==> config.mk <==
export PLATFORM = sky130hd
export DESIGN_NAME = joint_pd_torque_loop_flat
export DESIGN_NICKNAME = d
export VERILOG_FILES = /design/src/rtl/jpd_pkg.sv /design/src/rtl/jpd_cmd_if.sv /design/src/rtl/jpd_rsp_if.sv /design/src/rtl/jpd_cfg_if.sv /design/src/rtl/joint_pd_torque_loop.sv /design/src/flat_wrapper.sv
export VERILOG_INCLUDE_DIRS = /design/src /design/src/rtl
export SDC_FILE = /design/constraint.sdc
export NUM_CORES = 2
export LEC_CHECK = 0
export BUFFER_PORTS_ARGS = -buffer_cell sky130_fd_sc_hd__buf_4
export CORE_MARGIN = 2
export CORE_UTILIZATION = 51
export DETAILED_ROUTE_END_ITERATION = 8
export MAX_ROUTING_LAYER = met4
export PLACE_DENSITY = 0.73
export SLEW_MARGIN = 10
export SYNTH_ARGS = -nofsm -noshare
export SYNTH_HDL_FRONTEND = slang
export SYNTH_SLANG_ARGS = --single-unit
==> constraint.sdc <==
create_clock -name clk -period 10 [get_ports clk]
set_input_delay 2 -clock clk [delete_from_list [all_inputs] [get_ports clk]]
set_output_delay 2 -clock clk [all_outputs]
set_load 0.01 [all_outputs]
==> src/rtl/joint_pd_torque_loop_macros.svh <==
// Assertion macros for the joint PD torque loop.
`ifndef JOINT_PD_TORQUE_LOOP_MACROS_SVH
`define JOINT_PD_TORQUE_LOOP_MACROS_SVH

// Check the consequent in the same cycle as the antecedent.
`define JPD_ASSERT_NOW(label, ante, cons, msg) \
    label: assert property (@(posedge clk) disable iff (!rst_n) (ante) |-> (cons)) \
        else $error(msg);

// Check the consequent in the cycle after the antecedent.
`define JPD_ASSERT_NEXT(label, ante, cons, msg) \
    label: assert property (@(posedge clk) disable iff (!rst_n) (ante) |=> (cons)) \
        else $error(msg);

`endif

==> src/rtl/jpd_pkg.sv <==
// Shared types, constants and microcode program of the joint PD torque loop.
package jpd_pkg;

    // Configuration register indexes
    localparam int CFG_ADDR_W = 3;
    localparam logic [CFG_ADDR_W-1:0] CFG_LIMITS_ENABLED = 3'd0;
    localparam logic [CFG_ADDR_W-1:0] CFG_POS_LOWER      = 3'd1;
    localparam logic [CFG_ADDR_W-1:0] CFG_POS_UPPER      = 3'd2;
    localparam logic [CFG_ADDR_W-1:0] CFG_VEL_LIMIT      = 3'd3;
    localparam logic [CFG_ADDR_W-1:0] CFG_EFFORT_LIMIT   = 3'd4;
    localparam logic [CFG_ADDR_W-1:0] CFG_INV_PERIOD     = 3'd5;
    localparam logic [CFG_ADDR_W-1:0] CFG_POS_STOP_CODE  = 3'd6;
    localparam logic [CFG_ADDR_W-1:0] CFG_VEL_STOP_CODE  = 3'd7;

    // Microprogram step addresses
    localparam int STEP_W = 4;
    localparam logic [STEP_W-1:0] ST_WAIT     = 4'd0;
    localparam logic [STEP_W-1:0] ST_VEL_DIFF = 4'd1;
    localparam logic [STEP_W-1:0] ST_VEL_MUL  = 4'd2;
    localparam logic [STEP_W-1:0] ST_VEL_RND  = 4'd3;
    localparam logic [STEP_W-1:0] ST_POS_MUL  = 4'd4;
    localparam logic [STEP_W-1:0] ST_POS_RND  = 4'd5;
    localparam logic [STEP_W-1:0] ST_DMP_MUL  = 4'd6;
    localparam logic [STEP_W-1:0] ST_DMP_RND  = 4'd7;
    localparam logic [STEP_W-1:0] ST_OUT      = 4'd8;

    typedef enum logic [1:0] {
        DIFF_NONE,
        DIFF_VEL,
        DIFF_POS,
        DIFF_DAMP
    } diff_sel_t;

    typedef enum logic [1:0] {
        RND_NONE,
        RND_VEL,
        RND_LOAD,
        RND_ADD
    } rnd_op_t;

    typedef enum logic [1:0] {
        COND_NONE,
        COND_NO_CMD,
        COND_RSP_BUSY
    } cond_t;

    typedef struct packed {
        logic              take_cmd;
        diff_sel_t         diff_sel;
        logic              mul_en;
        rnd_op_t           rnd_op;
        logic              put_rsp;
        cond_t             cond;
        logic              jump;
        logic [STEP_W-1:0] target;
    } ctrl_t;

    localparam ctrl_t CTRL_NOP = '{
        take_cmd: 1'b0, diff_sel: DIFF_NONE, mul_en: 1'b0, rnd_op: RND_NONE,
        put_rsp: 1'b0, cond: COND_NONE, jump: 1'b0, target: ST_WAIT
    };

    // Control store: hold on the condition, else jump or advance.
    function automatic ctrl_t ucode(input logic [STEP_W-1:0] step);
        ctrl_t w;
        w = CTRL_NOP;
        case (step)
            ST_WAIT:
            begin
                w.take_cmd = 1'b1;
                w.cond     = COND_NO_CMD;
            end
            ST_VEL_DIFF: w.diff_sel = DIFF_VEL;
            ST_VEL_MUL:  w.mul_en   = 1'b1;
            ST_VEL_RND:
            begin
                w.rnd_op   = RND_VEL;
                w.diff_sel = DIFF_POS;
            end
            ST_POS_MUL:  w.mul_en   = 1'b1;
            ST_POS_RND:
            begin
                w.rnd_op   = RND_LOAD;
                w.diff_sel = DIFF_DAMP;
            end
            ST_DMP_MUL:  w.mul_en   = 1'b1;
            ST_DMP_RND:  w.rnd_op   = RND_ADD;
            ST_OUT:
            begin
                w.put_rsp = 1'b1;
                w.cond    = COND_RSP_BUSY;
                w.jump    = 1'b1;
                w.target  = ST_WAIT;
            end
            default:
            begin
                w.jump   = 1'b1;
                w.target = ST_WAIT;
            end
        endcase
        return w;
    endfunction

endpackage

==> src/rtl/jpd_cmd_if.sv <==
// Command channel: measured position and the set point of one control tick.
interface jpd_cmd_if #(
    parameter int DATA_WIDTH = 32
);
    logic                         valid;
    logic                         ready;
    logic signed [DATA_WIDTH-1:0] measured_pos;
    logic signed [DATA_WIDTH-1:0] target_pos;
    logic signed [DATA_WIDTH-1:0] target_vel;
    logic        [DATA_WIDTH-1:0] pos_gain;
    logic        [DATA_WIDTH-1:0] vel_gain;
    logic signed [DATA_WIDTH-1:0] ff_torque;

    modport source (
        output valid, measured_pos, target_pos, target_vel, pos_gain, vel_gain, ff_torque,
        input  ready
    );
    modport sink (
        input  valid, measured_pos, target_pos, target_vel, pos_gain, vel_gain, ff_torque,
        output ready
    );
endinterface

==> src/rtl/jpd_rsp_if.sv <==
// Response channel: torque command, velocity estimate and clip flag.
interface jpd_rsp_if #(
    parameter int DATA_WIDTH = 32
);
    logic                         valid;
    logic                         ready;
    logic signed [DATA_WIDTH-1:0] drive_torque;
    logic signed [DATA_WIDTH-1:0] est_velocity;
    logic                         torque_clipped;

    modport source (
        output valid, drive_torque, est_velocity, torque_clipped,
        input  ready
    );
    modport sink (
        input  valid, drive_torque, est_velocity, torque_clipped,
        output ready
    );
endinterface

==> src/rtl/jpd_cfg_if.sv <==
// Configuration write channel: register index and write data.
interface jpd_cfg_if #(
    parameter int DATA_WIDTH = 32
);
    import jpd_pkg::*;

    logic                  valid;
    logic                  ready;
    logic [CFG_ADDR_W-1:0] addr;
    logic [DATA_WIDTH-1:0] data;

    modport source (
        output valid, addr, data,
        input  ready
    );
    modport sink (
        input  valid, addr, data,
        output ready
    );
endinterface

==> src/rtl/joint_pd_torque_loop.sv <==
// Joint PD torque loop: microcoded sequencer around one shared multiplier.
//
// Usage
//   cmd : one word per control tick (measured position, target position,
//         target velocity, kp, kd, feedforward torque), valid/ready.
//   rsp : one word per accepted command (drive torque, velocity estimate,
//         clip flag), valid/ready, held in an output register.
//   cfg : register writes (index, data), always ready; write only while idle.
// Timing
//   A command is taken in the wait step, then eight microcode steps run the
//   velocity, stiffness and damping products on one multiplier (difference,
//   multiply, round; the stiffness and damping differences overlap the previous
//   round). The response is registered as cmd.ready rises again, so a new
//   command is taken only once the last one has left the output step.
// Reset
//   rst_n clears the step counter, the response valid, the stored last
//   position (to zero) and loads the register defaults.
// Stall
//   When rsp is still full at the output step the sequencer holds there and
//   takes no new command until the response word has been taken.
`include "joint_pd_torque_loop_macros.svh"

module joint_pd_torque_loop
    import jpd_pkg::*;
#(
    parameter int DATA_WIDTH = 32,
    parameter int FRAC_BITS  = 16
) (
    input  logic       clk,
    input  logic       rst_n,
    jpd_cmd_if.sink    cmd,
    jpd_rsp_if.source  rsp,
    jpd_cfg_if.sink    cfg
);

    // Datapath widths
    localparam int DW  = DATA_WIDTH;
    localparam int AW  = DW + 1;           // signed difference
    localparam int PW  = 2 * DW + 1;       // exact product magnitude
    localparam int RW  = PW - FRAC_BITS;   // rounded magnitude
    localparam int SVW = RW + 1;           // rounded, signed
    localparam int ACW = SVW + 2;          // torque accumulator

    localparam logic [DW-1:0] SMAX_W = {1'b0, {(DW-1){1'b1}}};
    localparam logic [DW-1:0] SMIN_W = {1'b1, {(DW-1){1'b0}}};
    localparam logic signed [SVW-1:0] SMAX_SV = {{(SVW-DW){1'b0}}, SMAX_W};
    localparam logic signed [SVW-1:0] SMIN_SV = {{(SVW-DW){1'b1}}, SMIN_W};
    localparam logic signed [ACW-1:0] SMAX_AC = {{(ACW-DW){1'b0}}, SMAX_W};
    localparam logic signed [ACW-1:0] SMIN_AC = {{(ACW-DW){1'b1}}, SMIN_W};
    localparam logic [PW-1:0] HALF = PW'(1) << (FRAC_BITS - 1);
    localparam logic [DW-1:0] INV_PERIOD_RST = DW'(64'd1000 << FRAC_BITS);

    // ------------------------------------------------------------------
    // Configuration registers
    // ------------------------------------------------------------------
    logic                 limits_reg;
    logic signed [DW-1:0] pos_lower_reg;
    logic signed [DW-1:0] pos_upper_reg;
    logic        [DW-2:0] vel_limit_reg;
    logic        [DW-2:0] effort_limit_reg;
    logic        [DW-1:0] inv_period_reg;
    logic signed [DW-1:0] pos_stop_reg;
    logic signed [DW-1:0] vel_stop_reg;

    assign cfg.ready = 1'b1;

    always_ff @(posedge clk or negedge rst_n)
    begin
        if (!rst_n)
        begin
            limits_reg       <= 1'b1;
            pos_lower_reg    <= SMIN_W;
            pos_upper_reg    <= SMAX_W;
            vel_limit_reg    <= SMAX_W[DW-2:0];
            effort_limit_reg <= SMAX_W[DW-2:0];
            inv_period_reg   <= INV_PERIOD_RST;
            pos_stop_reg     <= SMAX_W;
            vel_stop_reg     <= SMAX_W;
        end
        else if (cfg.valid)
        begin
            case (cfg.addr)
                CFG_LIMITS_ENABLED: limits_reg       <= cfg.data[0];
                CFG_POS_LOWER:      pos_lower_reg    <= cfg.data;
                CFG_POS_UPPER:      pos_upper_reg    <= cfg.data;
                CFG_VEL_LIMIT:      vel_limit_reg    <= cfg.data[DW-2:0];
                CFG_EFFORT_LIMIT:   effort_limit_reg <= cfg.data[DW-2:0];
                CFG_INV_PERIOD:     inv_period_reg   <= cfg.data;
                CFG_POS_STOP_CODE:  pos_stop_reg     <= cfg.data;
                CFG_VEL_STOP_CODE:  vel_stop_reg     <= cfg.data;
                default: ;
            endcase
        end
    end

    // ------------------------------------------------------------------
    // Sequencer: step counter and control store
    // ------------------------------------------------------------------
    logic [STEP_W-1:0] step_reg;
    logic [STEP_W-1:0] step_next;
    ctrl_t             uc;
    logic              hold;
    logic              rsp_valid_reg;
    logic              rsp_valid_next;
    logic              cmd_fire;
    logic              rsp_put;

    assign uc = ucode(step_reg);

    always_comb
    begin
        case (uc.cond)
            COND_NO_CMD:   hold = !cmd.valid;
            COND_RSP_BUSY: hold = rsp_valid_reg && !rsp.ready;
            default:       hold = 1'b0;
        endcase
        if (hold)
            step_next = step_reg;
        else if (uc.jump)
            step_next = uc.target;
        else
            step_next = step_reg + 1'b1;
    end

    assign cmd.ready = uc.take_cmd;
    assign cmd_fire  = cmd.valid && uc.take_cmd;
    assign rsp_put   = uc.put_rsp && !hold;

    always_ff @(posedge clk or negedge rst_n)
    begin
        if (!rst_n)
            step_reg <= ST_WAIT;
        else
            step_reg <= step_next;
    end

    // ------------------------------------------------------------------
    // Command latch: stop codes on the raw targets, then the limit clamps
    // ------------------------------------------------------------------
    logic signed [DW-1:0] q_reg;
    logic signed [DW-1:0] qt_reg;
    logic signed [DW-1:0] vt_reg;
    logic signed [DW-1:0] ff_reg;
    logic        [DW-1:0] kp_reg;
    logic        [DW-1:0] kd_reg;

    logic signed [DW-1:0] qt_clamp;
    logic signed [DW-1:0] vt_clamp;
    logic signed [DW-1:0] ff_clamp;
    logic signed [DW-1:0] vel_hi;
    logic signed [DW-1:0] vel_lo;
    logic signed [DW-1:0] eff_hi;
    logic signed [DW-1:0] eff_lo;

    assign vel_hi = $signed({1'b0, vel_limit_reg});
    assign vel_lo = -vel_hi;
    assign eff_hi = $signed({1'b0, effort_limit_reg});
    assign eff_lo = -eff_hi;

    // Lower bound first, so an inverted range resolves to the lower bound.
    always_comb
    begin
        qt_clamp = cmd.target_pos;
        vt_clamp = cmd.target_vel;
        ff_clamp = cmd.ff_torque;
        if (limits_reg)
        begin
            if (cmd.target_pos < pos_lower_reg)
                qt_clamp = pos_lower_reg;
            else if (cmd.target_pos > pos_upper_reg)
                qt_clamp = pos_upper_reg;
            if (cmd.target_vel < vel_lo)
                vt_clamp = vel_lo;
            else if (cmd.target_vel > vel_hi)
                vt_clamp = vel_hi;
            if (cmd.ff_torque < eff_lo)
                ff_clamp = eff_lo;
            else if (cmd.ff_torque > eff_hi)
                ff_clamp = eff_hi;
        end
    end

    always_ff @(posedge clk)
    begin
        if (cmd_fire)
        begin
            q_reg  <= cmd.measured_pos;
            qt_reg <= qt_clamp;
            vt_reg <= vt_clamp;
            ff_reg <= ff_clamp;
            kp_reg <= (cmd.target_pos == pos_stop_reg) ? '0 : cmd.pos_gain;
            kd_reg <= (cmd.target_vel == vel_stop_reg) ? '0 : cmd.vel_gain;
        end
    end

    // ------------------------------------------------------------------
    // Shared datapath: difference -> magnitude, multiply, round
    // ------------------------------------------------------------------
    logic signed [DW-1:0] last_pos_reg;
    logic signed [DW-1:0] v_reg;
    logic signed [DW-1:0] op_a;
    logic signed [DW-1:0] op_b;
    logic        [DW-1:0] op_gain;
    logic signed [AW-1:0] diff;
    logic        [AW-1:0] mag_reg;
    logic        [DW-1:0] gain_reg;
    logic                 neg_reg;
    logic        [PW-1:0] prod_reg;
    logic        [PW-1:0] rnd_sum;
    logic        [RW-1:0] rnd_mag;
    logic signed [SVW-1:0] rnd_val;
    logic signed [DW-1:0] v_sat;
    logic signed [ACW-1:0] rnd_ext;
    logic signed [ACW-1:0] acc_reg;
    logic signed [ACW-1:0] acc_next;

    always_comb
    begin
        case (uc.diff_sel)
            DIFF_VEL:
            begin
                op_a    = q_reg;
                op_b    = last_pos_reg;
                op_gain = inv_period_reg;
            end
            DIFF_POS:
            begin
                op_a    = qt_reg;
                op_b    = q_reg;
                op_gain = kp_reg;
            end
            DIFF_DAMP:
            begin
                op_a    = vt_reg;
                op_b    = v_reg;
                op_gain = kd_reg;
            end
            default:
            begin
                op_a    = q_reg;
                op_b    = q_reg;
                op_gain = '0;
            end
        endcase
    end

    assign diff = $signed({op_a[DW-1], op_a}) - $signed({op_b[DW-1], op_b});

    // Latch magnitude, sign and gain for the next multiply
    always_ff @(posedge clk)
    begin
        if (uc.diff_sel != DIFF_NONE)
        begin
            mag_reg  <= diff[AW-1] ? (~diff + 1'b1) : diff;
            neg_reg  <= diff[AW-1];
            gain_reg <= op_gain;
        end
        if (uc.mul_en)
            prod_reg <= mag_reg * gain_reg;
    end

    // Round half away from zero on the magnitude, then restore the sign
    assign rnd_sum = prod_reg + HALF;
    assign rnd_mag = rnd_sum[PW-1:FRAC_BITS];
    assign rnd_val = neg_reg ? -$signed({1'b0, rnd_mag}) : $signed({1'b0, rnd_mag});
    assign rnd_ext = {{(ACW-SVW){rnd_val[SVW-1]}}, rnd_val};

    always_comb
    begin
        if (rnd_val > SMAX_SV)
            v_sat = SMAX_W;
        else if (rnd_val < SMIN_SV)
            v_sat = SMIN_W;
        else
            v_sat = rnd_val[DW-1:0];
    end

    always_comb
    begin
        case (uc.rnd_op)
            RND_LOAD: acc_next = rnd_ext + $signed({{(ACW-DW){ff_reg[DW-1]}}, ff_reg});
            RND_ADD:  acc_next = acc_reg + rnd_ext;
            default:  acc_next = acc_reg;
        endcase
    end

    always_ff @(posedge clk)
    begin
        acc_reg <= acc_next;
        if (uc.rnd_op == RND_VEL)
            v_reg <= v_sat;
    end

    // Keep the measured position once the velocity product is done
    always_ff @(posedge clk or negedge rst_n)
    begin
        if (!rst_n)
            last_pos_reg <= '0;
        else if (uc.rnd_op == RND_VEL)
            last_pos_reg <= q_reg;
    end

    // ------------------------------------------------------------------
    // Output clamp and response register
    // ------------------------------------------------------------------
    logic signed [ACW-1:0] tq_clamp;
    logic signed [ACW-1:0] eff_hi_ac;
    logic signed [DW-1:0]  rsp_torque_reg;
    logic signed [DW-1:0]  rsp_vel_reg;
    logic                  rsp_clip_reg;

    assign eff_hi_ac = $signed({{(ACW-DW+1){1'b0}}, effort_limit_reg});

    always_comb
    begin
        tq_clamp = acc_reg;
        if (limits_reg)
        begin
            if (tq_clamp < -eff_hi_ac)
                tq_clamp = -eff_hi_ac;
            else if (tq_clamp > eff_hi_ac)
                tq_clamp = eff_hi_ac;
        end
        if (tq_clamp < SMIN_AC)
            tq_clamp = SMIN_AC;
        else if (tq_clamp > SMAX_AC)
            tq_clamp = SMAX_AC;
    end

    always_comb
    begin
        if (rsp_put)
            rsp_valid_next = 1'b1;
        else if (rsp.ready)
            rsp_valid_next = 1'b0;
        else
            rsp_valid_next = rsp_valid_reg;
    end

    always_ff @(posedge clk or negedge rst_n)
    begin
        if (!rst_n)
            rsp_valid_reg <= 1'b0;
        else
            rsp_valid_reg <= rsp_valid_next;
    end

    always_ff @(posedge clk)
    begin
        if (rsp_put)
        begin
            rsp_torque_reg <= tq_clamp[DW-1:0];
            rsp_vel_reg    <= v_reg;
            rsp_clip_reg   <= (tq_clamp != acc_reg);
        end
    end

    assign rsp.valid          = rsp_valid_reg;
    assign rsp.drive_torque   = rsp_torque_reg;
    assign rsp.est_velocity   = rsp_vel_reg;
    assign rsp.torque_clipped = rsp_clip_reg;

    // ------------------------------------------------------------------
    // Assertions
    // ------------------------------------------------------------------
    `JPD_ASSERT_NEXT(a_cmd_starts_program, cmd.valid && cmd.ready,
        step_reg == ST_VEL_DIFF, "accepted command did not start the program")
    `JPD_ASSERT_NOW(a_ready_only_waiting, cmd.ready, step_reg == ST_WAIT,
        "command ready outside the wait step")
    `JPD_ASSERT_NOW(a_rsp_from_output_step, $rose(rsp_valid_reg),
        $past(step_reg) == ST_OUT, "response raised outside the output step")
    `JPD_ASSERT_NEXT(a_busy_holds_output_step,
        step_reg == ST_OUT && rsp_valid_reg && !rsp.ready, step_reg == ST_OUT,
        "sequencer left the output step while response was full")

endmodule

==> src/flat_wrapper.sv <==
// flat-port wrapper written by rule: the top's interface ports become plain ports
module joint_pd_torque_loop_flat import jpd_pkg::*;
#(
    parameter int DATA_WIDTH = 32,
    parameter int FRAC_BITS  = 16
)
  (clk, rst_n, cmd_valid, cmd_measured_pos, cmd_target_pos, cmd_target_vel, cmd_pos_gain, cmd_vel_gain, cmd_ff_torque, cmd_ready, rsp_valid, rsp_drive_torque, rsp_est_velocity, rsp_torque_clipped, rsp_ready, cfg_valid, cfg_addr, cfg_data, cfg_ready);
  jpd_cmd_if #(.DATA_WIDTH(DATA_WIDTH)) cmd_i ();
  jpd_rsp_if #(.DATA_WIDTH(DATA_WIDTH)) rsp_i ();
  jpd_cfg_if #(.DATA_WIDTH(DATA_WIDTH)) cfg_i ();
  input  logic clk;
  input  logic rst_n;
  input wire logic [$bits(cmd_i.valid)-1:0] cmd_valid;
  input wire logic [$bits(cmd_i.measured_pos)-1:0] cmd_measured_pos;
  input wire logic [$bits(cmd_i.target_pos)-1:0] cmd_target_pos;
  input wire logic [$bits(cmd_i.target_vel)-1:0] cmd_target_vel;
  input wire logic [$bits(cmd_i.pos_gain)-1:0] cmd_pos_gain;
  input wire logic [$bits(cmd_i.vel_gain)-1:0] cmd_vel_gain;
  input wire logic [$bits(cmd_i.ff_torque)-1:0] cmd_ff_torque;
  output wire logic [$bits(cmd_i.ready)-1:0] cmd_ready;
  output wire logic [$bits(rsp_i.valid)-1:0] rsp_valid;
  output wire logic [$bits(rsp_i.drive_torque)-1:0] rsp_drive_torque;
  output wire logic [$bits(rsp_i.est_velocity)-1:0] rsp_est_velocity;
  output wire logic [$bits(rsp_i.torque_clipped)-1:0] rsp_torque_clipped;
  input wire logic [$bits(rsp_i.ready)-1:0] rsp_ready;
  input wire logic [$bits(cfg_i.valid)-1:0] cfg_valid;
  input wire logic [$bits(cfg_i.addr)-1:0] cfg_addr;
  input wire logic [$bits(cfg_i.data)-1:0] cfg_data;
  output wire logic [$bits(cfg_i.ready)-1:0] cfg_ready;
  assign cmd_i.valid = cmd_valid;
  assign cmd_i.measured_pos = cmd_measured_pos;
  assign cmd_i.target_pos = cmd_target_pos;
  assign cmd_i.target_vel = cmd_target_vel;
  assign cmd_i.pos_gain = cmd_pos_gain;
  assign cmd_i.vel_gain = cmd_vel_gain;
  assign cmd_i.ff_torque = cmd_ff_torque;
  assign cmd_ready = cmd_i.ready;
  assign rsp_valid = rsp_i.valid;
  assign rsp_drive_torque = rsp_i.drive_torque;
  assign rsp_est_velocity = rsp_i.est_velocity;
  assign rsp_torque_clipped = rsp_i.torque_clipped;
  assign rsp_i.ready = rsp_ready;
  assign cfg_i.valid = cfg_valid;
  assign cfg_i.addr = cfg_addr;
  assign cfg_i.data = cfg_data;
  assign cfg_ready = cfg_i.ready;
  joint_pd_torque_loop #(.DATA_WIDTH(DATA_WIDTH), .FRAC_BITS(FRAC_BITS)) u_core (.clk(clk), .rst_n(rst_n), .cmd(cmd_i), .rsp(rsp_i), .cfg(cfg_i));
endmodule
# Word level (Yosys, flattened, before mapping)
# Index checks and enable logic that the tools add are counted.
# W data, S select, Z words.
# word_totals
ff_bits	732
input_bits	232
output_inout_bits	68
elab_cells	130
# op_classes
addsub	10
n_mul	1
n_lt_le_gt_ge	12
n_eq_ne	26
n_mux	32
n_bitwise	1
reduce_logical	21
# op_table
op	n
$mux W32	11
$mux W52	5
$pmux W32 S2	2
$pmux W52 S2	1
$gt A32 B32 Y1	3
$lt A32 B32 Y1	3
$pmux W32 S3	1
$add A65 B16 Y65 const B	1
$mul A33 B32 Y65	1
$eq A32 B32 Y1	2
$neg A31 Y32	2
$add A52 B50 Y52	1
$gt A52 B32 Y1	1
$gt A52 B32 Y1 const B	1
$lt A52 B32 Y1 const B	1
$lt A52 B52 Y1	1
$ne A52 B52 Y1	1
$neg A31 Y52	1
$add A50 B32 Y51	1
$gt A50 B32 Y1 const B	1
$lt A50 B32 Y1 const B	1
$mux W50	1
$neg A49 Y50	1
$add A33 B1 Y33 const B	1
other kinds (26)	58

# Longest topological paths before layout
# depth
word_depth	8
depth_mapped	33
depth_no_buf	30

# Worst setup path after synthesis
# Ideal clock, no wire load.
# synth_timing
path_kind	reg-to-reg
startpoint	register u_core.gain_reg[16]
endpoint	register u_core.prod_reg[58], data pin
arrival_time_ns	7.846
required_time_ns	9.742
setup_slack_ns	1.897
stages_incl_launch_ff	29
n_path_buf	2
period_less_slack_ns	8.103
cell_sequence	edfxtp_1 > clkbuf_1 > clkbuf_1 > nand2_1 > fa_1 > inv_1 > fa_1 > fa_1 > inv_1 > fa_1 > fa_1 > fa_1 > inv_1 > fa_1 > fa_1 > ha_1 > a21o_1 > a21o_1 > a2111oi_0 > o21a_1 > a311oi_1 > o21ai_0 > a21oi_1 > o31a_1 > o21ai_0 > a21boi_0 > o21a_1 > nor2_1 > xnor2_1
# synth_between
elab_chain_cells	1
# synth_rtl
element	line	source
start: declaration	joint_pd_torque_loop.sv:206	logic [DW-1:0] gain_reg;
start signal: assignment	joint_pd_torque_loop.sv:256	gain_reg <= op_gain;
$mul A33 B32 Y65	joint_pd_torque_loop.sv:259	prod_reg <= mag_reg * gain_reg;
end signal: assignment	joint_pd_torque_loop.sv:259	
end: declaration	joint_pd_torque_loop.sv:208	logic [PW-1:0] prod_reg;
# Every way passes these cells.
# A chain may end at the register's enable or synchronous reset.

# Worst setup path after layout
# layout_timing
startpoint	register u_core.mag_reg[14]
endpoint	register u_core.prod_reg[47], data pin
# layout_between
elab_chain_cells	1
# layout_rtl
element	line	source
start: declaration	joint_pd_torque_loop.sv:205	logic [AW-1:0] mag_reg;
start signal: assignment	joint_pd_torque_loop.sv:254	mag_reg <= diff[AW-1] ? (~diff + 1'b1) : diff;
$mul A33 B32 Y65	joint_pd_torque_loop.sv:259	
# Every way passes these cells.

==> impl_metrics.env <==
export IMPL_status="finished clean"
export IMPL_cp_max_fo=18
export IMPL_worst_path_buf_inv=6
export IMPL_grt_ovfl_total=0
export IMPL_async_flop_share=0.3626
export IMPL_syn_area_per_cell_um2=9.456
export IMPL_hp_class="reg -> reg"
export IMPL_routed_top_layer="met4"
export IMPL_clkTransAtPathRegs_ns=0.06
export IMPL_htree_num_levels=3
export IMPL_yosys_area_share_simple=0.1527
export IMPL_synth_xor_area_frac=0.04440
export IMPL_routed_wl_um=288000
export IMPL_cpMostUsedCell="fa_1"
export IMPL_yosysMostFrequentCell="inv_1"
export IMPL_yosysTopAreaCellShare=0.2294
export IMPL_synth_seq_cells=717
export IMPL_yosys_area_share_adder=0.3329
export IMPL_final_nets=10590
export IMPL_setup_tns_ns=0
export IMPL_drc_errors=0
export IMPL_setup_viol_count_final=0
export IMPL_holdCritStartpoint="u_core.inv_period_reg[8]"
export IMPL_dr_wl_met2_um=124200
export IMPL_r2r_start="u_core.mag_reg[14]"
export IMPL_first_pass_iters=9
export IMPL_num_rows=146
export IMPL_grt_setup_unrepaired="false"
export IMPL_wl_met3_um=29090
export IMPL_synth_edf_count=457
export IMPL_max_stage_delay_ns=0.93
export IMPL_synth_distinct_cells=97
export IMPL_die_area_mm2=0.1620
export IMPL_synth_area_mm2=0.08099
export IMPL_start_util=0.5125
export IMPL_cts_path_max_buffers=3
export IMPL_post_dp_hpwl_um=229200
export IMPL_vias=66560
export IMPL_drive_gt1_frac=0.1216
export IMPL_gp_congestion=1.025
export IMPL_worst_path_dominant_cell_family="adder cells"
export IMPL_clockRootBuffer="clkbuf_16"
export IMPL_clock_skew_ns=0.08471
export IMPL_ios=300
export IMPL_drt_met1_wl_um=118900
export IMPL_end_kind="register"
export IMPL_synth_top_family_by_area="adder cells"
export IMPL_ys_warnings_count=0
export IMPL_crit_type="reg -> reg"
export IMPL_arrival_ns=9.93
export IMPL_synth_area_leader_cell="fa_1"
export IMPL_finalMaxSlewViolations=0
export IMPL_required_ns=10.46
export IMPL_grt_pass1_wl_um=429800
export IMPL_synthToLayoutAreaGrowth_pct=10.23
export IMPL_synth_cells=8565
export IMPL_synth_area_mux_share=0.02498
export IMPL_route_antenna_remaining_nets=0
export IMPL_largest_reg_flops=52
export IMPL_maxCapViolCount=0
export IMPL_port_buffers=298
export IMPL_relSlewSlack=0.1295
export IMPL_finalCriticalPeriod_ns=9.476
export IMPL_grt_max_degree=155
export IMPL_numCtsBuffers=88
export IMPL_synth_compound_area_share=0.1133
export IMPL_synth_top_flop_cell="edfxtp_1"
export IMPL_vias_per_cell=6.087
export IMPL_ys_top_cells_by_count="1,277 x inv_1, 1,120 x nand2_1, 928 x fa_1"
export IMPL_cp_start_kind="register"
export IMPL_fp_dieW_um=402.5
export IMPL_cts_sinks=717
export IMPL_seq_area_frac_synth=0.2523
export IMPL_grt_pass1_vias=67240
export IMPL_routedWlPerCell_um=26.34
export IMPL_startpoint="u_core.mag_reg[14]"
export IMPL_hold_viol=0
export IMPL_crit_slowest_cell="edfxtp_1"
export IMPL_tightest_slew_ns=1.294
export IMPL_timing_final_crit_share=0.9476
export IMPL_clk_latency_ns=0.76
export IMPL_drt_iter0_markers=7182
export IMPL_die_h_um=402.5
export IMPL_core_area_mm2=0.1580
export IMPL_cts_hold_buffers_added=0
export IMPL_cts_tree="yes"
export IMPL_postSynthNetCount=10400
export IMPL_grt_total_usage=0.3666
export IMPL_synthTopCellsByArea="fa_1 23%, edfxtp_1 17%, ha_1 10%"
export IMPL_antenna_found_initial=41
export IMPL_fmax_mhz=105.5
## final timing paths
kind	to	slack [ns]	depth (start not counted)
min	u_core.inv_period_reg[8]	0.51	1
max in group asynchronous	u_core.step_reg[3]	7.02	2
min reg2reg	u_core.inv_period_reg[8]	0.51	1
min in group asynchronous	u_core.pos_lower_reg[7]	1.35	1
max reg2reg	u_core.prod_reg[47]	0.52	28
max	u_core.prod_reg[47]	0.52	28
## cell usage in the layout (no fill, tap or decap), types with 97 or more instances in the layout
master and instances:
dfstp_2 163, o21ai_0 355, nand2_1 1120, fa_1 928, dfrtp_1 97, nor2_1 303, ha_1 670, xnor2_1 283
inv_1 1277, a21oi_1 298, a21o_1 150, edfxtp_1 457, xor2_1 125, nand3_1 106, nor3_1 178, and2_1 358
buf_4 511, mux2_2 166, nand4_1 114
## through the flow
stage / instance area, um2 / hold slack [ns] / util / setup WS (ns) / cells
CTS: 89200 / 0.5098 / 0.5645 / 0.6382 / 10910
floorplan: 80990 / 0.4193 / - / 1.897 / 8565
global placement: 86110 / 0.4872 / 0.5449 / 0.8450 / 10740
detailed placement: 86110 / 0.4965 / 0.5450 / 0.7154 / 10740
global route: 89260 / 0.5165 / 0.5649 / 0.08300 / 10930
finish: 89270 / 0.5087 / 0.5650 / 0.5237 / 10940
## logic make-up after synthesis
| family | after synthesis |
|---|---|
| other | 1 |
| adder cells (fa/ha/maj) | 1598 |
| XOR/XNOR | 409 |
| multiplexers | 181 |
| flip-flops | 717 |
| AND/OR/NAND/NOR | 2571 |
| buffers and inverters | 1697 |
| AO/OA/AOI/OAI | 1391 |
## per-layer routing
layer	GRT usage	vias up
met5	-	-
met2	0.5273	3426
met4	0.1701	0
met3	0.08624	681
met1	0.4912	33480
li1	-	28970
## area by class of cell
cell class                      instances  area (um2)
Multi-Input combinational cell       6151       54240
Timing Repair Buffer                  522        4043
Tap cell                             2072        2592
Clock inverter                         61       734.5
Fill cell                           13780       68740
Sequential cell                       717       20430
Clock buffer                          105        2349
Antenna cell                           25       62.56
Inverter                             1282        4812
## what timing repair did
action	in CTS	in global routing
setup endpoints to repair	0	4
resized for setup	0	0
buffers inserted	0	1
Power is left out: the tool's default activity adds up to more than one toggle a clock period on the data nets, which glitch-free logic cannot reach.
